===== src/design/ipd_pkg.sv =====
// shared constants, types and duration match function of the ir frame decoder
package ipd_pkg;

	localparam int DATA_BYTES_DEF  = 6;
	localparam int FRAME_DURATIONS = 100;
	localparam int POS_W           = 7;
	localparam logic [POS_W-1:0] POS_MAX = 7'd127;
	localparam int DATA_START      = 3;
	localparam int ADDR_W          = 5;

	// result status codes
	localparam logic [2:0] ST_OK        = 3'd0;
	localparam logic [2:0] ST_COUNT     = 3'd1;
	localparam logic [2:0] ST_HDR_MARK  = 3'd2;
	localparam logic [2:0] ST_HDR_SPACE = 3'd3;
	localparam logic [2:0] ST_BIT       = 3'd4;
	localparam logic [2:0] ST_COMPL     = 3'd5;

	// register indexes
	localparam logic [2:0] REG_HDR_MARK  = 3'd0;
	localparam logic [2:0] REG_HDR_SPACE = 3'd1;
	localparam logic [2:0] REG_BIT_MARK  = 3'd2;
	localparam logic [2:0] REG_ONE_SPACE = 3'd3;
	localparam logic [2:0] REG_ZERO_SPACE= 3'd4;
	localparam logic [2:0] REG_REPEAT_GAP= 3'd5;
	localparam logic [2:0] REG_TOLERANCE = 3'd6;

	typedef struct packed {
		logic [15:0] header_mark_us;
		logic [15:0] header_space_us;
		logic [15:0] bit_mark_us;
		logic [15:0] one_space_us;
		logic [15:0] zero_space_us;
		logic [15:0] repeat_gap_us;
		logic [6:0]  tolerance_percent;
	} ipd_cfg_t;

	// frame state handed to the result stage on the last duration
	typedef struct packed {
		logic [POS_W-1:0] position;
		logic [2:0]       first_error;
		logic             repeat_seen;
	} ipd_snap_t;

	function automatic logic [23:0] times100(input logic [15:0] v);
		return 24'({v, 6'b0}) + 24'({v, 5'b0}) + 24'({v, 2'b0});
	endfunction

	// d within n*(100-t)/100 .. n*(100+t)/100, floors folded into the compares
	function automatic logic near_match(input logic [15:0] d, input logic [15:0] nom,
			input logic [6:0] tol);
		logic [22:0] nt;
		logic [23:0] n100;
		logic [23:0] d100;
		logic [23:0] lo_x;
		logic [23:0] hi_x;
		logic        lo_ok;
		logic        hi_ok;
		nt    = 23'(nom) * 23'(tol);
		n100  = times100(nom);
		d100  = times100(d);
		hi_x  = n100 + 24'(nt);
		lo_x  = n100 - 24'(nt);
		lo_ok = (tol >= 7'd100) || (lo_x <= d100 + 24'd99);
		hi_ok = d100 <= hi_x;
		return lo_ok && hi_ok;
	endfunction

endpackage


===== src/design/ipd_stream_if.sv =====
// handshake interfaces for duration beats in and result beats out
interface ipd_item_if;
	logic        valid;
	logic        ready;
	logic [15:0] duration_us;
	logic        frame_end;

	modport source(output valid, duration_us, frame_end, input ready);
	modport sink(input valid, duration_us, frame_end, output ready);
endinterface

interface ipd_result_if;
	logic        valid;
	logic        ready;
	logic [2:0]  status;
	logic        is_repeat;
	logic [23:0] code;

	modport source(output valid, status, is_repeat, code, input ready);
	modport sink(input valid, status, is_repeat, code, output ready);
endinterface


===== src/design/ir_pulse_distance_frame_decoder.sv =====
// top level of the infrared pulse-distance frame decoder
// Decodes one infrared frame from a stream of captured mark/space durations in
// microseconds, one duration per beat, with frame_end set on the last one. The
// first duration is the leading gap and sets is_repeat when it lies near
// repeat_gap_us; the next two must match the header mark and space; then come
// 8*DATA_BYTES bit pairs (a mark near bit_mark_us, then a space near
// one_space_us for a one or zero_space_us for a zero), shifted in MSB first.
// A match means the duration lies within tolerance_percent of its nominal
// value. On frame_end one result beat comes out: status 0 ok, 1 wrong count
// (not exactly 100 durations, counting saturates at 127), 2 header mark,
// 3 header space, 4 bad bit (the first of these in arrival order wins), or
// 5 when bytes 1, 3, 5 are not the complements of bytes 0, 2, 4; code holds
// bytes 4, 2, 0 and is zero unless the status is ok. Durations after the
// last data space are counted but not checked. The block takes one duration
// per clock cycle while input ready is high: each beat is checked in a single
// pass from its input register through one multiplier per compare (nominal
// times tolerance) against the frame state. A result passes from the input
// register through the snapshot register to the output register; input ready
// drops only when a result is waiting at the output, the snapshot stage behind
// it is full and the input register holds a last beat. Timing registers sit on
// an APB port at byte address 4*index and are to be changed only between
// frames.
module ir_pulse_distance_frame_decoder import ipd_pkg::*; #(
	parameter int DATA_BYTES = DATA_BYTES_DEF
) (
	input  logic              clk,
	input  logic              arst_n,
	// duration beats in, result beats out
	ipd_item_if.sink          item,
	ipd_result_if.source      result,
	// register port
	input  logic              psel,
	input  logic              penable,
	input  logic              pwrite,
	input  logic [ADDR_W-1:0] paddr,
	input  logic [31:0]       pwdata,
	output logic [31:0]       prdata,
	output logic              pready
);

	ipd_cfg_t                cfg;
	logic                    snap_valid;
	logic                    snap_ready;
	ipd_snap_t               snap;
	logic [8*DATA_BYTES-1:0] snap_shift;

	// nominal timings and tolerance
	ipd_cfg_regs u_cfg (
		.clk     (clk),
		.arst_n  (arst_n),
		.psel    (psel),
		.penable (penable),
		.pwrite  (pwrite),
		.paddr   (paddr),
		.pwdata  (pwdata),
		.prdata  (prdata),
		.pready  (pready),
		.cfg     (cfg)
	);

	// per-beat checks and frame state; hands the final state on frame_end
	ipd_frame_track #(
		.DATA_BYTES (DATA_BYTES)
	) u_track (
		.clk        (clk),
		.arst_n     (arst_n),
		.item       (item),
		.cfg        (cfg),
		.snap_valid (snap_valid),
		.snap_ready (snap_ready),
		.snap       (snap),
		.snap_shift (snap_shift)
	);

	// status, complement check, code and output register
	ipd_result #(
		.DATA_BYTES (DATA_BYTES)
	) u_result (
		.clk        (clk),
		.arst_n     (arst_n),
		.snap_valid (snap_valid),
		.snap_ready (snap_ready),
		.snap       (snap),
		.snap_shift (snap_shift),
		.result     (result)
	);

endmodule


===== src/design/ipd_cfg_regs.sv =====
// apb register file holding nominal timings and tolerance
module ipd_cfg_regs import ipd_pkg::*; (
	input  logic              clk,
	input  logic              arst_n,
	input  logic              psel,
	input  logic              penable,
	input  logic              pwrite,
	input  logic [ADDR_W-1:0] paddr,
	input  logic [31:0]       pwdata,
	output logic [31:0]       prdata,
	output logic              pready,
	output ipd_cfg_t          cfg
);

	ipd_cfg_t    cfg_q;
	logic        wr_en;
	logic [2:0]  reg_idx;

	assign pready  = 1'b1;
	assign wr_en   = psel && penable && pwrite;
	assign reg_idx = paddr[ADDR_W-1:2];
	assign cfg     = cfg_q;

	always_ff @(posedge clk or negedge arst_n) begin
		if (!arst_n) begin
			cfg_q.header_mark_us    <= 16'd4400;
			cfg_q.header_space_us   <= 16'd4400;
			cfg_q.bit_mark_us       <= 16'd550;
			cfg_q.one_space_us      <= 16'd1600;
			cfg_q.zero_space_us     <= 16'd550;
			cfg_q.repeat_gap_us     <= 16'd5000;
			cfg_q.tolerance_percent <= 7'd25;
		end else if (wr_en) begin
			case (reg_idx)
				REG_HDR_MARK:   cfg_q.header_mark_us    <= pwdata[15:0];
				REG_HDR_SPACE:  cfg_q.header_space_us   <= pwdata[15:0];
				REG_BIT_MARK:   cfg_q.bit_mark_us       <= pwdata[15:0];
				REG_ONE_SPACE:  cfg_q.one_space_us      <= pwdata[15:0];
				REG_ZERO_SPACE: cfg_q.zero_space_us     <= pwdata[15:0];
				REG_REPEAT_GAP: cfg_q.repeat_gap_us     <= pwdata[15:0];
				REG_TOLERANCE:  cfg_q.tolerance_percent <= pwdata[6:0];
				default: ;
			endcase
		end
	end

	always_comb begin
		case (reg_idx)
			REG_HDR_MARK:   prdata = 32'(cfg_q.header_mark_us);
			REG_HDR_SPACE:  prdata = 32'(cfg_q.header_space_us);
			REG_BIT_MARK:   prdata = 32'(cfg_q.bit_mark_us);
			REG_ONE_SPACE:  prdata = 32'(cfg_q.one_space_us);
			REG_ZERO_SPACE: prdata = 32'(cfg_q.zero_space_us);
			REG_REPEAT_GAP: prdata = 32'(cfg_q.repeat_gap_us);
			REG_TOLERANCE:  prdata = 32'(cfg_q.tolerance_percent);
			default:        prdata = '0;
		endcase
	end

endmodule


===== src/design/ipd_frame_track.sv =====
// input register, duration checks and per-frame state
module ipd_frame_track import ipd_pkg::*; #(
	parameter int DATA_BYTES = DATA_BYTES_DEF
) (
	input  logic                    clk,
	input  logic                    arst_n,
	ipd_item_if.sink                item,
	input  ipd_cfg_t                cfg,
	output logic                    snap_valid,
	input  logic                    snap_ready,
	output ipd_snap_t               snap,
	output logic [8*DATA_BYTES-1:0] snap_shift
);

	localparam int SHIFT_W  = 8 * DATA_BYTES;
	localparam int DATA_END = DATA_START + 16 * DATA_BYTES;
	localparam logic [POS_W:0] DATA_START_P = (POS_W+1)'(DATA_START);
	localparam logic [POS_W:0] DATA_END_P   = (POS_W+1)'(DATA_END);

	logic               v_s1;
	logic [15:0]        dur_s1;
	logic               end_s1;
	logic               go_s1;

	logic [POS_W-1:0]   position_q;
	logic [SHIFT_W-1:0] shift_q;
	logic [2:0]         err_q;
	logic               rep_q;

	logic [POS_W-1:0]   pos_n;
	logic [SHIFT_W-1:0] shift_n;
	logic [2:0]         err_n;
	logic               rep_n;

	logic [15:0]        nom_a;
	logic               match_a;
	logic               match_zero;
	logic               in_data;

	assign go_s1      = v_s1 && (!end_s1 || snap_ready);
	assign item.ready = !v_s1 || go_s1;

	always_ff @(posedge clk or negedge arst_n) begin
		if (!arst_n) begin
			v_s1 <= 1'b0;
		end else if (item.ready) begin
			v_s1 <= item.valid;
		end
	end

	always_ff @(posedge clk) begin
		if (item.valid && item.ready) begin
			dur_s1 <= item.duration_us;
			end_s1 <= item.frame_end;
		end
	end

	// one nominal per position; data spaces also check the zero timing
	always_comb begin
		if (position_q == POS_W'(0))
			nom_a = cfg.repeat_gap_us;
		else if (position_q == POS_W'(1))
			nom_a = cfg.header_mark_us;
		else if (position_q == POS_W'(2))
			nom_a = cfg.header_space_us;
		else if (position_q[0])
			nom_a = cfg.bit_mark_us;
		else
			nom_a = cfg.one_space_us;
	end

	assign match_a    = near_match(dur_s1, nom_a, cfg.tolerance_percent);
	assign match_zero = near_match(dur_s1, cfg.zero_space_us, cfg.tolerance_percent);
	assign in_data    = ({1'b0, position_q} >= DATA_START_P) &&
		({1'b0, position_q} < DATA_END_P);

	always_comb begin
		pos_n   = position_q;
		shift_n = shift_q;
		err_n   = err_q;
		rep_n   = rep_q;
		if (position_q != POS_MAX) begin
			if (position_q == POS_W'(0)) begin
				rep_n = match_a;
			end else if (position_q == POS_W'(1)) begin
				if (!match_a && err_q == ST_OK)
					err_n = ST_HDR_MARK;
			end else if (position_q == POS_W'(2)) begin
				if (!match_a && err_q == ST_OK)
					err_n = ST_HDR_SPACE;
			end else if (in_data) begin
				if (position_q[0]) begin
					if (!match_a && err_q == ST_OK)
						err_n = ST_BIT;
				end else begin
					// one timing wins when both match
					shift_n = {shift_q[SHIFT_W-2:0], match_a};
					if (!match_a && !match_zero && err_q == ST_OK)
						err_n = ST_BIT;
				end
			end
			pos_n = position_q + POS_W'(1);
		end
	end

	always_ff @(posedge clk or negedge arst_n) begin
		if (!arst_n) begin
			position_q <= '0;
			shift_q    <= '0;
			err_q      <= ST_OK;
			rep_q      <= 1'b0;
		end else if (go_s1) begin
			if (end_s1) begin
				position_q <= '0;
				shift_q    <= '0;
				err_q      <= ST_OK;
				rep_q      <= 1'b0;
			end else begin
				position_q <= pos_n;
				shift_q    <= shift_n;
				err_q      <= err_n;
				rep_q      <= rep_n;
			end
		end
	end

	assign snap_valid       = v_s1 && end_s1;
	assign snap.position    = pos_n;
	assign snap.first_error = err_n;
	assign snap.repeat_seen = rep_n;
	assign snap_shift       = shift_n;

	a_clear_on_end: assert property (@(posedge clk) disable iff (!arst_n)
		go_s1 && end_s1 |=> position_q == '0 && err_q == ST_OK)
		else $error("frame state not cleared after last beat");

	a_pos_saturate: assert property (@(posedge clk) disable iff (!arst_n)
		go_s1 && !end_s1 && position_q == POS_MAX |=> position_q == POS_MAX)
		else $error("duration count left saturation");

	a_err_sticky: assert property (@(posedge clk) disable iff (!arst_n)
		go_s1 && !end_s1 && err_q != ST_OK |=> err_q == $past(err_q))
		else $error("first error overwritten inside a frame");

endmodule


===== src/design/ipd_result.sv =====
// snapshot register, status and code build, output register
module ipd_result import ipd_pkg::*; #(
	parameter int DATA_BYTES = DATA_BYTES_DEF
) (
	input  logic                    clk,
	input  logic                    arst_n,
	input  logic                    snap_valid,
	output logic                    snap_ready,
	input  ipd_snap_t               snap,
	input  logic [8*DATA_BYTES-1:0] snap_shift,
	ipd_result_if.source            result
);

	localparam int SHIFT_W = 8 * DATA_BYTES;

	logic               v_s2;
	ipd_snap_t          snap_s2;
	logic [SHIFT_W-1:0] shift_s2;
	logic               go_s2;

	logic               out_v_q;
	logic [2:0]         status_q;
	logic               rep_q;
	logic [23:0]        code_q;

	logic [63:0]        pad;
	logic               compl_bad;
	logic [2:0]         status_n;
	logic [23:0]        code_n;

	assign go_s2      = v_s2 && (!out_v_q || result.ready);
	assign snap_ready = !v_s2 || go_s2;

	always_ff @(posedge clk or negedge arst_n) begin
		if (!arst_n) begin
			v_s2 <= 1'b0;
		end else if (snap_ready) begin
			v_s2 <= snap_valid;
		end
	end

	always_ff @(posedge clk) begin
		if (snap_valid && snap_ready) begin
			snap_s2  <= snap;
			shift_s2 <= snap_shift;
		end
	end

	// byte 0 at the top; bytes past the data read as zero
	assign pad = 64'(shift_s2) << (64 - SHIFT_W);

	always_comb begin
		compl_bad = 1'b0;
		for (int k = 0; k < 4; k++) begin
			if (2 * k + 1 < DATA_BYTES) begin
				if (~pad[8*(7-2*k) +: 8] != pad[8*(6-2*k) +: 8])
					compl_bad = 1'b1;
			end
		end
	end

	always_comb begin
		if (snap_s2.position != POS_W'(FRAME_DURATIONS))
			status_n = ST_COUNT;
		else if (snap_s2.first_error != ST_OK)
			status_n = snap_s2.first_error;
		else if (compl_bad)
			status_n = ST_COMPL;
		else
			status_n = ST_OK;
	end

	assign code_n = (status_n == ST_OK) ? {pad[31:24], pad[47:40], pad[63:56]} : '0;

	always_ff @(posedge clk or negedge arst_n) begin
		if (!arst_n) begin
			out_v_q <= 1'b0;
		end else if (go_s2) begin
			out_v_q <= 1'b1;
		end else if (result.ready) begin
			out_v_q <= 1'b0;
		end
	end

	always_ff @(posedge clk) begin
		if (go_s2) begin
			status_q <= status_n;
			rep_q    <= snap_s2.repeat_seen;
			code_q   <= code_n;
		end
	end

	assign result.valid     = out_v_q;
	assign result.status    = status_q;
	assign result.is_repeat = rep_q;
	assign result.code      = code_q;

	a_code_only_ok: assert property (@(posedge clk) disable iff (!arst_n)
		result.valid && result.status != ST_OK |-> result.code == '0)
		else $error("code given with a failing status");

	a_snap_kept: assert property (@(posedge clk) disable iff (!arst_n)
		v_s2 && !go_s2 |=> v_s2 && $stable(snap_s2))
		else $error("pending frame snapshot lost");

endmodule


===== src/flat_wrapper.sv =====
// flat-port wrapper written by rule: the top's interface ports become plain ports
module ir_pulse_distance_frame_decoder_flat import ipd_pkg::*;
#(
	parameter int DATA_BYTES = DATA_BYTES_DEF
)
  (clk, arst_n, psel, penable, pwrite, paddr, pwdata, prdata, pready, item_valid, item_duration_us, item_frame_end, item_ready, result_valid, result_status, result_is_repeat, result_code, result_ready);
  ipd_item_if item_i ();
  ipd_result_if result_i ();
  input  logic clk;
  input  logic arst_n;
  input  logic psel;
  input  logic penable;
  input  logic pwrite;
  input  logic [ADDR_W-1:0] paddr;
  input  logic [31:0] pwdata;
  output logic [31:0] prdata;
  output logic pready;
  input wire logic [$bits(item_i.valid)-1:0] item_valid;
  input wire logic [$bits(item_i.duration_us)-1:0] item_duration_us;
  input wire logic [$bits(item_i.frame_end)-1:0] item_frame_end;
  output wire logic [$bits(item_i.ready)-1:0] item_ready;
  output wire logic [$bits(result_i.valid)-1:0] result_valid;
  output wire logic [$bits(result_i.status)-1:0] result_status;
  output wire logic [$bits(result_i.is_repeat)-1:0] result_is_repeat;
  output wire logic [$bits(result_i.code)-1:0] result_code;
  input wire logic [$bits(result_i.ready)-1:0] result_ready;
  assign item_i.valid = item_valid;
  assign item_i.duration_us = item_duration_us;
  assign item_i.frame_end = item_frame_end;
  assign item_ready = item_i.ready;
  assign result_valid = result_i.valid;
  assign result_status = result_i.status;
  assign result_is_repeat = result_i.is_repeat;
  assign result_code = result_i.code;
  assign result_i.ready = result_ready;
  ir_pulse_distance_frame_decoder #(.DATA_BYTES(DATA_BYTES)) u_core (.clk(clk), .arst_n(arst_n), .item(item_i), .result(result_i), .psel(psel), .penable(penable), .pwrite(pwrite), .paddr(paddr), .pwdata(pwdata), .prdata(prdata), .pready(pready));
endmodule

===== config.mk =====
export PLATFORM = sky130hd
export DESIGN_NAME = ir_pulse_distance_frame_decoder_flat
export DESIGN_NICKNAME = d
export VERILOG_FILES = /design/src/design/ipd_pkg.sv /design/src/design/ipd_stream_if.sv /design/src/design/ir_pulse_distance_frame_decoder.sv /design/src/design/ipd_cfg_regs.sv /design/src/design/ipd_frame_track.sv /design/src/design/ipd_result.sv /design/src/flat_wrapper.sv
export SDC_FILE = /design/constraint.sdc
export NUM_CORES = 1
export LEC_CHECK = 0
export BUFFER_PORTS_ARGS = -buffer_cell sky130_fd_sc_hd__buf_2
export CAP_MARGIN = 20
export CORE_UTILIZATION = 60
export CTS_BUF_LIST = sky130_fd_sc_hd__clkbuf_8 sky130_fd_sc_hd__clkbuf_16
export CTS_CLUSTER_SIZE = 14
export DETAILED_ROUTE_END_ITERATION = 10
export PLACE_DENSITY = 0.78
export RECOVER_POWER = 100
export SLEW_MARGIN = 25
export SYNTH_ARGS = -nofsm -noshare
export SYNTH_HDL_FRONTEND = slang
export SYNTH_SLANG_ARGS = --single-unit

===== constraint.sdc =====
create_clock -name clk -period 11.6 [get_ports clk]
set_clock_uncertainty 0.15 [all_clocks]
set_input_delay 2.32 -clock clk [delete_from_list [all_inputs] [get_ports clk]]
set_output_delay 2.32 -clock clk [all_outputs]
set_load 0.1 [all_outputs]

## Word level (Yosys, flattened, before mapping)

Index checks and enable logic that the tools add are counted.

| cells by class | value |
|---|---|
| bitwise gates (word level) | 3 |
| add/sub/neg operators | 12 |
| $lt $le $gt $ge | 7 |
| multiply operators | 2 |
| equality and inequality tests | 13 |
| reduce and logical (&&, ||, !) cells | 38 |
| multiplexer cells | 36 |

Operators with widths:

| kind | number |
|---|---|
| $mux 48 | 7 |
| $pmux 16 s7 | 1 |
| $le 24x24->1 | 4 |
| $add 23x18->24 | 3 |
| $add 22x21->23 | 3 |
| $mux 16 | 4 |
| $add 24x23->24 | 2 |
| $sub 24x23->24 | 2 |
| $mul 16x7->23 | 2 |
| $mux 3 | 14 |
| $add 24x7->24 const B | 1 |
| $ne 8x8->1 | 3 |
| $not 8->8 | 3 |
| $mux 7 | 2 |
| $ne 7x7->1 const B | 2 |
| $reduce_and 2->1 | 7 |
| $logic_and 1x1->1 | 13 |
| $eq 3x3->1 const B | 3 |
| $logic_not 3->1 | 3 |
| $mux 1 | 8 |
| $add 7x1->7 const B | 1 |
| $eq 7x1->1 const B | 1 |
| $eq 7x2->1 const B | 1 |
| $ge 7x2->1 const B | 1 |
| other kinds (9) | 20 |

| word-level totals | value |
|---|---|
| input port bits | 61 |
| output and inout port bits | 63 |
| bits in registers | 269 |

## Depth between registers and ports, before layout

Gate-level depths: netlist of the first run.

| depth | value |
|---|---|
| depth in word-level cells | 21 |
| mapped depth | 48 |
| mapped depth without buffers | 46 |

## Hierarchy

From an unflattened synthesis of the first run, not the netlist that was laid out.

| unflattened totals | value |
|---|---|
| cells, all modules | 2,873 |
| area, all modules | 28,278.4 µm² |

Modules (own cells, without submodules):

| module | cells an instance | seq. area each (µm²) | times used | area an instance (µm²) |
|---|---|---|---|---|
| ipd_frame_track | 2,343 | 2,011.9 | 1 | 20,020.5 |
| ipd_cfg_regs | 365 | 2,611.3 | 1 | 5,012.3 |
| ipd_result | 165 | 2,662.6 | 1 | 3,245.6 |

## Least setup slack after synthesis of the first run

Ideal clock, no wire load.

| timing path | value |
|---|---|
| kind | reg2reg |
| from | reg u_core.u_track.position_q[2] |
| to | reg u_core.u_track.err_q[2] |
| library setup time | 0.102 ns |
| setup slack | 1.385 ns |
| stages on the path, launching flop included | 48 |
| data required time | 11.348 ns |
| arrival | 9.963 ns |
| path buffers | 2 |
| clock period less this slack | 10.215 ns |
| cells stage by stage | dfrtp_1 > or3_1 > nor3_1 > nand2_1 > clkbuf_1 > o21ai_0 > o21ai_0 > mux2i_1 > inv_1 > nand2_1 > fa_1 > fa_1 > inv_1 > fa_1 > inv_1 > fa_1 > inv_1 > ha_1 > (+12 left out) > a21oi_1 > o21ai_0 > a31oi_2 > o31ai_4 > a221oi_2 > or4b_1 > nand4_1 > ha_1 > nand4_1 > nor3_1 > nand4_1 > a21oi_1 > nor4_1 > a21oi_1 > a31oi_2 > or3_1 > or4_1 > a21oi_1 |

| on the way | value |
|---|---|
| longest elaborated chain between the ends | 21 |
| elaborated cells on any way between the ends | 34 |

RTL lines:

| element | line | source |
|---|---|---|
| start, declared | ipd_frame_track.sv:25 | `logic [POS_W-1:0] position_q;` |
| start signal, assigned | ipd_frame_track.sv:119 | `position_q <= pos_n;` |
| $eq 7x2->1 | ipd_frame_track.sv:64, ipd_frame_track.sv:88 |  |
| $mux 16 | ipd_frame_track.sv:64 | `else if (position_q == POS_W'(2))` |
| $mux 16 | ipd_frame_track.sv:62 | `else if (position_q == POS_W'(1))` |
| $mux 16 | ipd_frame_track.sv:60 | `if (position_q == POS_W'(0))` |
| $add 22x21->23 | ipd_pkg.sv:46 | `return 24'({v, 6'b0}) + 24'({v, 5'b0}) + 24'({v, 2'b0});` |
| $add 23x18->24 | ipd_pkg.sv:46 |  |
| $sub 24x23->24 | ipd_pkg.sv:63 | `lo_x = n100 - 24'(nt);` |
| $le 24x24->1 | ipd_pkg.sv:64 | `lo_ok = (tol >= 7'd100) \|\| (lo_x <= d100 + 24'd99);` |
| (+5 left out) | -- |  |
| $mux 3 | ipd_frame_track.sv:98 | `if (!match_a && !match_zero && err_q == ST_OK)` |
| $mux 3 | ipd_frame_track.sv:92 | `if (position_q[0]) begin` |
| $mux 3 | ipd_frame_track.sv:91 | `end else if (in_data) begin` |
| $mux 3 | ipd_frame_track.sv:88 | `end else if (position_q == POS_W'(2)) begin` |
| $mux 3 | ipd_frame_track.sv:85 | `end else if (position_q == POS_W'(1)) begin` |
| $mux 3 | ipd_frame_track.sv:83 | `if (position_q == POS_W'(0)) begin` |
| $mux 3 (*) | ipd_frame_track.sv:82 | `if (position_q != POS_MAX) begin` |
| $mux 3 (*) | ipd_frame_track.sv:113 | `if (end_s1) begin` |
| end signal, assigned | ipd_frame_track.sv:121 | `err_q <= err_n;` |
| end, declared | ipd_frame_track.sv:27 | `logic [2:0] err_q;` |

Mark *: on every way between the ends. The rest lies on a longest branch, timed or not.
A chain may end at the register's enable or synchronous reset.

## Final worst setup path of the first run

Same ends and word-level chain as after synthesis.

==> results of run 1 <==
[timing repair]
item,CTS,global route
setup endpoints to repair,0,10
resized for setup,0,5
hold buffers,0,0
buffers inserted,0,4
[kinds of logic after synthesis]
| kind of cell | count (synthesis) |
|---|---|
| AO/OA/AOI/OAI | 550 |
| XOR/XNOR | 199 |
| adder cells (fa/ha/maj) | 497 |
| buffers and inverters | 419 |
| flip-flops | 269 |
| multiplexers | 204 |
| other | 2 |
| AND/OR/NAND/NOR | 732 |
[registers in the layout, summed over array words and instances, names as in the netlist, 3 cells and up]
signal                         flops
u_core.u_result.result.code       24
u_core.u_track.dur_s1             16
u_core.u_track.shift_q            48
u_core.u_track.err_q               3
u_core.u_track.position_q          7
u_core.u_result.snap_s2           11
u_core.u_result.shift_s2          48
u_core.u_result.result.status      3
u_core.u_cfg.cfg                 103
[routing by layer]
metal,part of all wire,vias up,routed length [um],global-route usage
met5,0.00036,-,24,0
met1,0.43,10700,29000,0.393
li1,-,10000,-,-
met3,0.054,106,3640,0.0275
met2,0.49,664,32900,0.482
met4,0.024,4,1640,0.0821
[worst max-delay path: cells and delay by family, from the launching register on]
kind                     cells  cell delay [ns]
AND/OR/NAND/NOR             16             3.83
AO/OA/AOI/OAI               17             2.79
flip-flops                   1             0.47
multiplexers                 1             0.15
adder cells (fa/ha/maj)      7             2.74
XOR/XNOR                     1             0.20
buffers and inverters        5             0.51
[final cells by class]
cell class,count,area (um2),share of cell area
multi-input combinational,2199,19100,0.639
tap,600,751,0.0251
inverter,290,1090,0.0364
clock buffer,32,767,0.0257
sequential,269,7290,0.244
timing repair buffer,133,693,0.0232
clock inverter,20,205,0.00687
[layout by cell type, fill, tap and decap left out, types with 38 or more instances in the layout]
cell type	synthesis	routed
sky130_fd_sc_hd__a21o_1	58	58
sky130_fd_sc_hd__a21oi_1	151	151
sky130_fd_sc_hd__a22o_1	49	49
sky130_fd_sc_hd__and2_1	78	59
sky130_fd_sc_hd__buf_2	3	41
sky130_fd_sc_hd__buf_4	17	38
sky130_fd_sc_hd__clkbuf_1	95	54
sky130_fd_sc_hd__dfrtp_1	138	138
sky130_fd_sc_hd__edfxtp_1	104	104
sky130_fd_sc_hd__fa_1	179	179
sky130_fd_sc_hd__ha_1	318	318
sky130_fd_sc_hd__inv_1	288	293
sky130_fd_sc_hd__mux2_1	0	41
sky130_fd_sc_hd__mux2_2	158	117
sky130_fd_sc_hd__mux2i_1	42	42
sky130_fd_sc_hd__nand2_1	214	212
sky130_fd_sc_hd__nor2_1	148	146
sky130_fd_sc_hd__nor2b_1	73	73
sky130_fd_sc_hd__nor3_1	40	38
sky130_fd_sc_hd__o21ai_0	85	84
sky130_fd_sc_hd__xnor2_1	126	126
sky130_fd_sc_hd__xor2_1	73	73
[how the worst max path moves through the flow]
stage                                       startpoint                      end  slack [ns]
after global placement    u_core.u_track.position_q[2]  u_core.u_track.err_q[2]        0.39
after CTS                 u_core.u_track.position_q[2]  u_core.u_track.err_q[2]        0.03
after detailed placement  u_core.u_track.position_q[2]  u_core.u_track.err_q[2]        0.12
after floorplan           u_core.u_track.position_q[2]  u_core.u_track.err_q[2]        1.39
final                     u_core.u_track.position_q[2]  u_core.u_track.err_q[2]        0.65
after global routing      u_core.u_track.position_q[2]  u_core.u_track.err_q[2]        0.08
[per-stage QoR]
stage | area, um2 | instances | hold slack, ns | setup slack [ns] | utilization
2_1_floorplan | 28000 | 2887 | 0.250 | 1.39 | -
3_3_place_gp | 29000 | 3487 | 0.298 | 0.392 | 0.635
3_5_place_dp | 29000 | 3487 | 0.313 | 0.118 | 0.635
4_1_cts | 30000 | 3539 | 0.329 | 0.0349 | 0.656
5_1_grt | 29900 | 3543 | 0.334 | 0.0763 | 0.654
6_report | 29900 | 3543 | 0.311 | 0.654 | 0.654
==> key figures, run 1 <==
Min path
  – Worst Hold End: u_core.u_result.result.is_repeat
  – Cell count of the worst hold path: 0
  – Worst hold start: u_core.u_result.snap_s2[0]
  – Path type of the worst min-delay path: reg -> reg

Synth
  – Mean area per synthesized cell: 9.73 um2
  – Biggest area consumer among synthesized cells: sky130_fd_sc_hd__ha_1
  – Number of synthesized flops with an enable pin: roughly 100
  – Number of library cell types mapped by synthesis: 83
  – Dominant cells by area after synthesis: sky130_fd_sc_hd__ha_1 14%, sky130_fd_sc_hd__fa_1 13%, sky130_fd_sc_hd__dfrtp_1 12%, sky130_fd_sc_hd__edfxtp_1 11%, sky130_fd_sc_hd__mux2_2 6.4%
  – Post-synthesis share of cell area spent on xor and xnor gates: 0.0624
  – Synthesized-area fraction occupied by adder cells: 0.271
  – Number of flip-flops and latches in the synthesized netlist: 269
  – Top_reg_cell synth: sky130_fd_sc_hd__dfrtp_1
  – Post-synthesis compound-gate area fraction: 0.135
  – Post-synthesis simple-gate area fraction: 0.130
  – Library cell with the highest instance count after synthesis: sky130_fd_sc_hd__ha_1
  – Cells after synthesis: 2,872
  – Sequential element share of the synthesized area: 0.261
  – Post-synth top area share: 0.142
  – Commonest cells in the netlist: 318 x sky130_fd_sc_hd__ha_1, 288 x sky130_fd_sc_hd__inv_1, 214 x sky130_fd_sc_hd__nand2_1
  – Share of synthesized registers carrying an async set or reset: 0.613
  – Main combinational cell family by area after synthesis: adder cells
  – Synthesized area: 27,900 um2
  – Ys Warns: 0
  – Multiplexer fraction of the synthesized cell area: 0.0820

Placed design
  – Total of buffers placed on input and output ports: 88
  – RD Place Congestion: just over 0.9
  – DPL Wire Length: ~51,000 um

Floorplan
  – Number of I/O pins: approximately 120
  – Number of rows in the core area: 78
  – Initial Utilization: 0.612
  – Die boundary height: about 220 um
  – Total core area: approximately 46,000 um2
  – Die Span X: about 220 um
  – Die area: ~47,000 um2

Timing
  – Time the worst path needs with I/O delays and setup: 10.95 ns
  – Final critical-path share of the clock period: 0.944
  – Pin slew with the least headroom to its limit: approximately 4.6 ns
  – Max-slew violation total from the final report: ~470
  – Top achievable clock speed: approximately 0.091 GHz
  – Post-route setup TNS: 0 ns
  – Unrepaired setup endpoints after global routing: no
  – Number of hold-slack violations in the final timing report: 0
  – Relative slew slack: -2.09
  – Final setup viols: 0

Clock tree
  – Number of sinks handled by clock tree synthesis: approximately 270
  – Buffer levels on the longest clock path: 3
  – Clock latency of the later-clocked register in the worst-skew pair: 0.59 ns
  – Total clock buffers created by CTS: 28
  – Root Driver: sky130_fd_sc_hd__clkbuf_16
  – # H-tree levels: 1
  – Clock transition at path regs: ~0.060 ns
  – Clock tree from TritonCTS: built

Routing
  – Number of DRC violations after detailed-routing iteration 0: between 1,000 and 1,500
  – Drt first pass iters: 5
  – Routed via count divided by cell count: slightly above 6
  – Total Routed Length: slightly below 70,000 um
  – Remaining DRCs: 0
  – Via count of the routed design: approximately 21,000
  – Routed WL per cell: roughly 19 um
  – Post-route ant nets: 0

Worst setup path
  – Largest driver fanout on the critical path: 7
  – Type of destination of the critical path: flip-flop
  – Required @ worst endpoint: 11.96 ns
  – Data arrival time at the worst-slack endpoint: between 10 and 15 ns
  – Flop2flop setup slack: 0.65 ns
  – Endpoint of the worst-slack reg-to-reg timing path: u_core.u_track.err_q[2]
  – Slowest library cell on the worst path: sky130_fd_sc_hd__fa_1
  – Critical setup path kind: reg -> reg
  – Peak per-stage delay on the critical path: about 0.54 ns
  – Startpoint type of the worst setup path: flip-flop
  – Depth of the most critical reg-to-reg path: between 40 and 50
  – Critical R2R Launch: u_core.u_track.position_q[2]

Layout
  – Area growth from synthesis to layout: 6.93%
  – # fillers: roughly 3,600
  – Count of nets after finishing: between 3,000 and 4,000
  – Share of layout cells above drive strength 1: 0.108
  – Final antenna diode count: 0

Global route
  – Wire length of the first global-routing pass: ~110,000 um
  – Antenna violations before repair: 3
  – Aggregate global-route resource usage: 0.286
  – Maximum number of pins on one net before global-route repair: 85
  – Via count of the first global-routing pass: around 21,000
  – Gr ovfl total: 0

Status
  – Status: finished with violations
  – Violations in the final reports: max-capacitance violations, max-slew violations

Run
  – Max-cap violation count: 11
Power of run 1 is left out: the tool's default activity adds up to more than one toggle a clock period on the data nets, which glitch-free logic cannot reach.
==> inputs of run 2 (changes only) <==
BUFFER_PORTS_ARGS = not set   (was -buffer_cell sky130_fd_sc_hd__buf_2)
DONT_BUFFER_PORTS = 1   (was not set)
PLACE_DENSITY = 0.76   (was 0.78)
==> run 2 against run 1 <==
Compared with the run above:
- critical endpoint unchanged
- critical path depth decreased by 2
- clock-buffer cell count increased by 2
- hold slack got worse by 0.0039 ns
- maximum frequency increased by 0.74%
- final area decreased by 1.2%
- largest cell class unchanged
- register-to-register slack improved by 0.08 ns
- non-clock buffer count decreased by 92
- first-iteration DRC count increased by 0.36%
- core utilization decreased by 0.78 points
- the run still ends with max-capacitance violations, max-slew violations left
- via count decreased by 2.3%
- worst setup slack improved by 0.081 ns
==> key figures, run 2 (synthesized netlist as in run 1, its figures left out) <==
Worst setup path
  – Critical setup path kind: reg -> reg
  – CP delay by family, top: simple AND/OR/NAND/NOR gates
  – Peak per-stage delay on the critical path: 0.52 ns (-0.02 ns)
  – Cell seen most often among critical-path stages: sky130_fd_sc_hd__a21oi_1
  – Largest driver fanout on the critical path: 12 (+5)
  – Count of buffer and inverter cells on the critical path: 4 (-1)
  – Flop2flop setup slack: 0.73 ns (+0.08 ns)
  – Depth of the most critical reg-to-reg path: 45 (-4.3%)
  – Data arrival time at the worst-slack endpoint: 11.19 ns (-0.11 ns)
  – Startpoint type of the worst setup path: flip-flop
  – Slowest library cell on the worst path: sky130_fd_sc_hd__or4_1
  – Critical R2R Launch: u_core.u_track.position_q[3]
  – Launching instance or port of the critical path: u_core.u_track.position_q[3]
  – Type of destination of the critical path: flip-flop
  – Number of cells on the critical path: 45 (-4.3%)
  – Endpoint of the worst-slack reg-to-reg timing path: u_core.u_track.err_q[2]
  – Capturing instance or port of the critical path: u_core.u_track.err_q[2]
  – Required @ worst endpoint: 11.93 ns (-0.03 ns)

Routing
  – Routed WL per cell: 19.6 um (+3.4%)
  – Routed length on met1: 28,500 um (-1.9%)
  – Number of DRC violations after detailed-routing iteration 0: 1,396 (+0.36%)
  – Highest Signal Layer: met4
  – Routed wl met3: 4150 um (+14%)
  – Post-route ant nets: 0 (unchanged)
  – Drt first pass iters: 5 (unchanged)
  – Via count of the routed design: 21,000 (-2.3%)
  – Amount of wire on met2 after detailed routing: 32,900 um (about the same)
  – Routed via count divided by cell count: 6.07 (+0.28%)
  – Remaining DRCs: 0 (unchanged)
  – Total Routed Length: 67,800 um (+0.77%)

Global route
  – Aggregate global-route resource usage: 0.290 (+0.00343)
  – Wire length of the first global-routing pass: 110,000 um (about the same)
  – Via count of the first global-routing pass: 21,200 (-1.1%)
  – Gr ovfl total: 0 (unchanged)
  – Antenna violations before repair: 1 (-2)
  – Maximum number of pins on one net before global-route repair: 166 (+95%)

Layout
  – Cell area after layout: 29,500 um2 (-1.2%)
  – Commonest cells after routing, fill and taps aside: 318 x sky130_fd_sc_hd__ha_1, 296 x sky130_fd_sc_hd__inv_1, 211 x sky130_fd_sc_hd__nand2_1, 179 x sky130_fd_sc_hd__fa_1, 150 x sky130_fd_sc_hd__a21oi_1
  – Most common cell after layout, fill and taps aside: sky130_fd_sc_hd__ha_1
  – Share of layout cells above drive strength 1: 0.0967 (-0.0110)
  – Area growth from synthesis to layout: 5.65%
  – Post-route core utilization: 0.646 (-0.00784)
  – Final antenna diode count: 0 (unchanged)
  – Flip-flop count of the largest register, all copies and words added: 103 (unchanged)
  – Count of nets after finishing: 3,388 (-2.6%)

Timing
  – Relative slew slack: -0.999 (+1.09)
  – Unrepaired setup endpoints after global routing: no
  – Final critical-path share of the clock period: 0.937 (-0.00694)
  – Hold_ws: 0.307 ns (-0.00393 ns)
  – Time the worst path needs with I/O delays and setup: 10.87 ns (-0.0805 ns)
  – Final setup viols: 0 (unchanged)
  – Pin slew with the least headroom to its limit: 2.97 ns (-1.66 ns)
  – Top achievable clock speed: 0.0920 GHz (+0.74%)
  – Post-route setup TNS: 0 ns (unchanged)
  – Max-slew violation total from the final report: 242 (-48%)
  – Number of hold-slack violations in the final timing report: 0 (unchanged)

Placed design
  – Total of buffers placed on input and output ports: 0 (-100%)
  – Post-Place Cell Area: 28,600 um2 (-1.3%)
  – RD Place Congestion: 0.935 (+1.7%)
  – DPL Wire Length: 51,600 um (+0.35%)

Clock tree
  – Clock transition at path regs: 0.06 ns (about the same)
  – Root Driver: sky130_fd_sc_hd__clkbuf_16
  – Clock latency of the later-clocked register in the worst-skew pair: 0.58 ns (about the same)
  – Buffer levels on the longest clock path: 3 (unchanged)
  – Total clock buffers created by CTS: 29 (+3.6%)
  – Count of buffers added by post-CTS timing repair for setup: 0 (unchanged)
  – Number of sinks handled by clock tree synthesis: 269 (unchanged)
  – Clock tree from TritonCTS: built
  – # H-tree levels: 1 (unchanged)

Floorplan
  – Die area: 47,400 um2 (unchanged)
  – Die boundary height: 218 um (unchanged)
  – Number of rows in the core area: 78 (unchanged)
  – Number of I/O pins: 124 (unchanged)
  – Initial Utilization: 0.612 (unchanged)
  – Die Span X: 218 um (unchanged)
  – Total core area: 45,700 um2 (unchanged)

Min path
  – Cell count of the worst hold path: 0 (unchanged)
  – Path type of the worst min-delay path: reg -> reg

Status
  – Violations in the final reports: max-capacitance violations, max-slew violations
  – Status: finished with violations

Run
  – Max-cap violation count: 11 (unchanged)
run 2: cell types whose count changed in the layout (fill, tap and decap cells not counted), sizes merged:
cell	delta
buf	-50
clkbuf	-40
inv	+4
clkinv	-3
clkinvlp	-2
bufinv	+1
run 2: final cells by class:
| class | count | area (um2) |
|---|---|---|
| timing repair buffer | 41 | 263 |
| inverter | 290 | 1090 |
| multi-input combinational | 2199 | 19100 |
| tap | 600 | 751 |
| fill | 3672 | 16200 |
| clock buffer | 34 | 795 |
| clock inverter | 20 | 208 |
| sequential | 269 | 7290 |
run 2: what timing repair did:
action,4_1_cts,5_1_grt
hold buffers,0,0
gates resized for setup,0,10
endpoints found under the setup margin,0,10
run 2: stage by stage:
| stage | cells | setup WS (ns) |
|---|---|---|
| floorplan | 2887 | 1.39 |
| global placement | 3398 | 0.589 |
| detailed placement | 3398 | 0.391 |
| CTS | 3452 | 0.298 |
| global route | 3453 | 0.0454 |
| finish | 3453 | 0.735 |
run 2: worst register-to-register path, delay by kind of cell, from the launching register on:
family / cells / cell delay, ns
xor gates and xnor gates: 1 / 0.14
muxes: 1 / 0.27
and+or+nand+nor: 15 / 3.95
adders and majority gates: 7 / 2.68
DFF: 1 / 0.48
buffers and inverters: 4 / 0.36
AOI/OAI and AO/OA: 17 / 2.73
run 2: worst min-delay path by stage:
stage                          startpoint  slack [ns]                          endpoint
2_1_floorplan  u_core.u_result.snap_s2[0]        0.25  u_core.u_result.result.is_repeat
3_3_place_gp         u_core.u_result.v_s2        0.30      u_core.u_result.result.valid
3_5_place_dp   u_core.u_result.snap_s2[0]        0.30  u_core.u_result.result.is_repeat
4_1_cts        u_core.u_result.snap_s2[0]        0.32  u_core.u_result.result.is_repeat
5_1_grt        u_core.u_result.snap_s2[0]        0.31  u_core.u_result.result.is_repeat
6_report       u_core.u_result.snap_s2[0]        0.31  u_core.u_result.result.is_repeat
run 2: routing by layer:
layer | up-vias | global-route usage
met5 | - | 0
met4 | 0 | 0.0995
met3 | 124 | 0.0459
met2 | 591 | 0.489
met1 | 10400 | 0.378
li1 | 9812 | -
Power of run 2 is left out for the same reason.
==> inputs of run 3 (changes only) <==
CORE_UTILIZATION = 39   (was 60)
PLACE_DENSITY = not set   (was 0.76)
==> run 3 against run 2 <==
Compared with the run above:
- the flow still finishes with violations (max-capacitance violations, max-slew violations)
- final area increased by 1.7%
- core utilization decreased by 22 points
- non-clock buffer count increased by 4
- highest routed layer unchanged
- routed wire length increased by 6.2%
- hold slack improved by 0.059 ns
- global-route usage decreased by 9.4 points
- cell count increased by 10%
==> key figures, run 3 (synthesized netlist as in run 1, its figures left out) <==
Status
  – Status: finished with violations
  – Violations in the final reports: max-capacitance violations, max-slew violations

Clock tree
  – Root Driver: sky130_fd_sc_hd__clkbuf_16
  – # H-tree levels: 1 (unchanged)
  – Clock tree from TritonCTS: built
  – Clock latency of the later-clocked register in the worst-skew pair: 0.59 ns (about the same)
  – Buffer levels on the longest clock path: 3 (unchanged)
  – Number of buffers added to fix hold violations after cts: 0 (unchanged)
  – Count of buffers added by post-CTS timing repair for setup: 0 (unchanged)
  – Clock transition at path regs: 0.06 ns (about the same)
  – Total clock buffers created by CTS: 30 (+3.4%)
  – Post_cts resized: 0 (unchanged)
  – Number of sinks handled by clock tree synthesis: 269 (unchanged)

Timing
  – Top achievable clock speed: 0.0910 GHz (-1.1%)
  – Pin slew with the least headroom to its limit: 2.96 ns (-0.0119 ns)
  – Max-slew violation total from the final report: 198 (-18%)
  – Final setup viols: 0 (unchanged)
  – Post-route setup TNS: 0 ns (unchanged)
  – Min setup slack post-route: 0.616 ns (-0.119 ns)
  – Final critical-path share of the clock period: 0.947 (+0.0102)
  – Time the worst path needs with I/O delays and setup: 10.98 ns (+0.119 ns)
  – Relative slew slack: -0.985 (+0.0137)
  – Unrepaired setup endpoints after global routing: no
  – Number of hold-slack violations in the final timing report: 0 (unchanged)

Global route
  – Antenna violations before repair: 0 (-1)
  – Maximum number of pins on one net before global-route repair: 166 (unchanged)
  – Via count of the first global-routing pass: 21,000 (-0.58%)
  – Gr ovfl total: 0 (unchanged)
  – Aggregate global-route resource usage: 0.196 (-0.0941)
  – Wire length of the first global-routing pass: 115,000 um (+4.7%)

Layout
  – Most common cell after layout, fill and taps aside: sky130_fd_sc_hd__ha_1
  – Area growth from synthesis to layout: 7.42%
  – Share of layout cells above drive strength 1: 0.101 (+0.00469)
  – Multi-input gate area in the final layout: 19,200 um2 (+0.14%)
  – Commonest cells after routing, fill and taps aside: 318 x sky130_fd_sc_hd__ha_1, 296 x sky130_fd_sc_hd__inv_1, 213 x sky130_fd_sc_hd__nand2_1, 179 x sky130_fd_sc_hd__fa_1, 149 x sky130_fd_sc_hd__a21oi_1
  – Cell area after layout: 30,000 um2 (+1.7%)
  – Sequential cell area: 7290 um2 (about the same)
  – Post-route core utilization: 0.426 (-0.221)
  – # fillers: 6,744 (+84%)
  – Final antenna diode count: 0 (unchanged)
  – Flip-flop count of the largest register, all copies and words added: 103 (unchanged)
  – Count of nets after finishing: 3,393 (+0.15%)

Floorplan
  – Die Span X: 270 um (+24%)
  – Number of rows in the core area: 97 (+24%)
  – Die boundary height: 270 um (+24%)
  – Initial Utilization: 0.396 (-0.215)
  – Number of I/O pins: 124 (unchanged)
  – Total core area: 70,500 um2 (+54%)
  – Die area: 72,700 um2 (+53%)

Routing
  – Routed via count divided by cell count: 5.44 (-10%)
  – Total Routed Length: 72,000 um (+6.2%)
  – Number of DRC violations after detailed-routing iteration 0: 1,389 (-0.50%)
  – Via count of the routed design: 20,700 (-1.4%)
  – Drt first pass iters: 7 (+2)
  – Routed WL per cell: 19.0 um (-3.4%)
  – Remaining DRCs: 0 (unchanged)
  – Post-route ant nets: 0 (unchanged)

Placed design
  – Worst slack at placement: 0.207 ns (-0.183 ns)
  – DPL Wire Length: 55,800 um (+8.2%)
  – Post-Place Cell Area: 29,100 um2 (+1.6%)
  – Total of buffers placed on input and output ports: 0 (unchanged)
  – RD Place Congestion: 0.885 (-5.3%)

Worst setup path
  – Type of destination of the critical path: flip-flop
  – Startpoint type of the worst setup path: flip-flop
  – Critical setup path kind: reg -> reg
  – Slowest library cell on the worst path: sky130_fd_sc_hd__fa_1
  – Required @ worst endpoint: 11.95 ns (+0.02 ns)
  – Flop2flop setup slack: 0.62 ns (-0.12 ns)
  – Peak per-stage delay on the critical path: 0.58 ns (+0.06 ns)
  – Largest driver fanout on the critical path: 20 (+8)
  – Count of buffer and inverter cells on the critical path: 2 (-2)
  – Data arrival time at the worst-slack endpoint: 11.33 ns (+0.14 ns)
  – Cell seen most often among critical-path stages: sky130_fd_sc_hd__fa_1
  – CP delay by family, top: simple AND/OR/NAND/NOR gates

Min path
  – Path type of the worst min-delay path: reg -> reg

Run
  – Max-cap violation count: 10 (-1)
-- run 3: routing by layer --
metal  up-vias  routed length (um)  global-route usage
met4         0                1870              0.0579
met3        95                3260              0.0248
met5         -                   0                   0
li1       9832                   -                   -
met2       498               33600               0.324
met1     10200               33300               0.266
-- run 3: final timing paths --
path / to / start / depth (start not counted)
setup / recovery: u_core.u_track.err_q[2] / u_core.u_track.position_q[2] / 41
hold / removal: u_core.u_track.shift_q[47] / u_core.u_track.shift_q[47] / 1
setup reg to reg: u_core.u_track.err_q[2] / u_core.u_track.position_q[2] / 41
hold reg to reg: u_core.u_track.shift_q[47] / u_core.u_track.shift_q[47] / 1
max in group asynchronous: u_core.u_cfg.cfg[64] / arst_n / 0
min in group asynchronous: u_core.u_track.shift_q[18] / arst_n / 0
-- run 3: layout make-up --
class | instances | share of cell area
repair buffers | 45 | 0.00988
inverters | 290 | 0.0363
clock buffers | 33 | 0.0264
flip-flops and latches | 269 | 0.243
multi-input cells | 2199 | 0.638
clock inverters | 23 | 0.00725
well taps | 940 | 0.0392
-- run 3: metrics by stage --
| step | cells | hold slack (ns) |
|---|---|---|
| floorplan | 2887 | 0.250 |
| global placement | 3743 | 0.333 |
| detailed placement | 3743 | 0.350 |
| CTS | 3799 | 0.369 |
| global route | 3799 | 0.369 |
| finish | 3799 | 0.366 |
Power of run 3 is left out for the same reason.
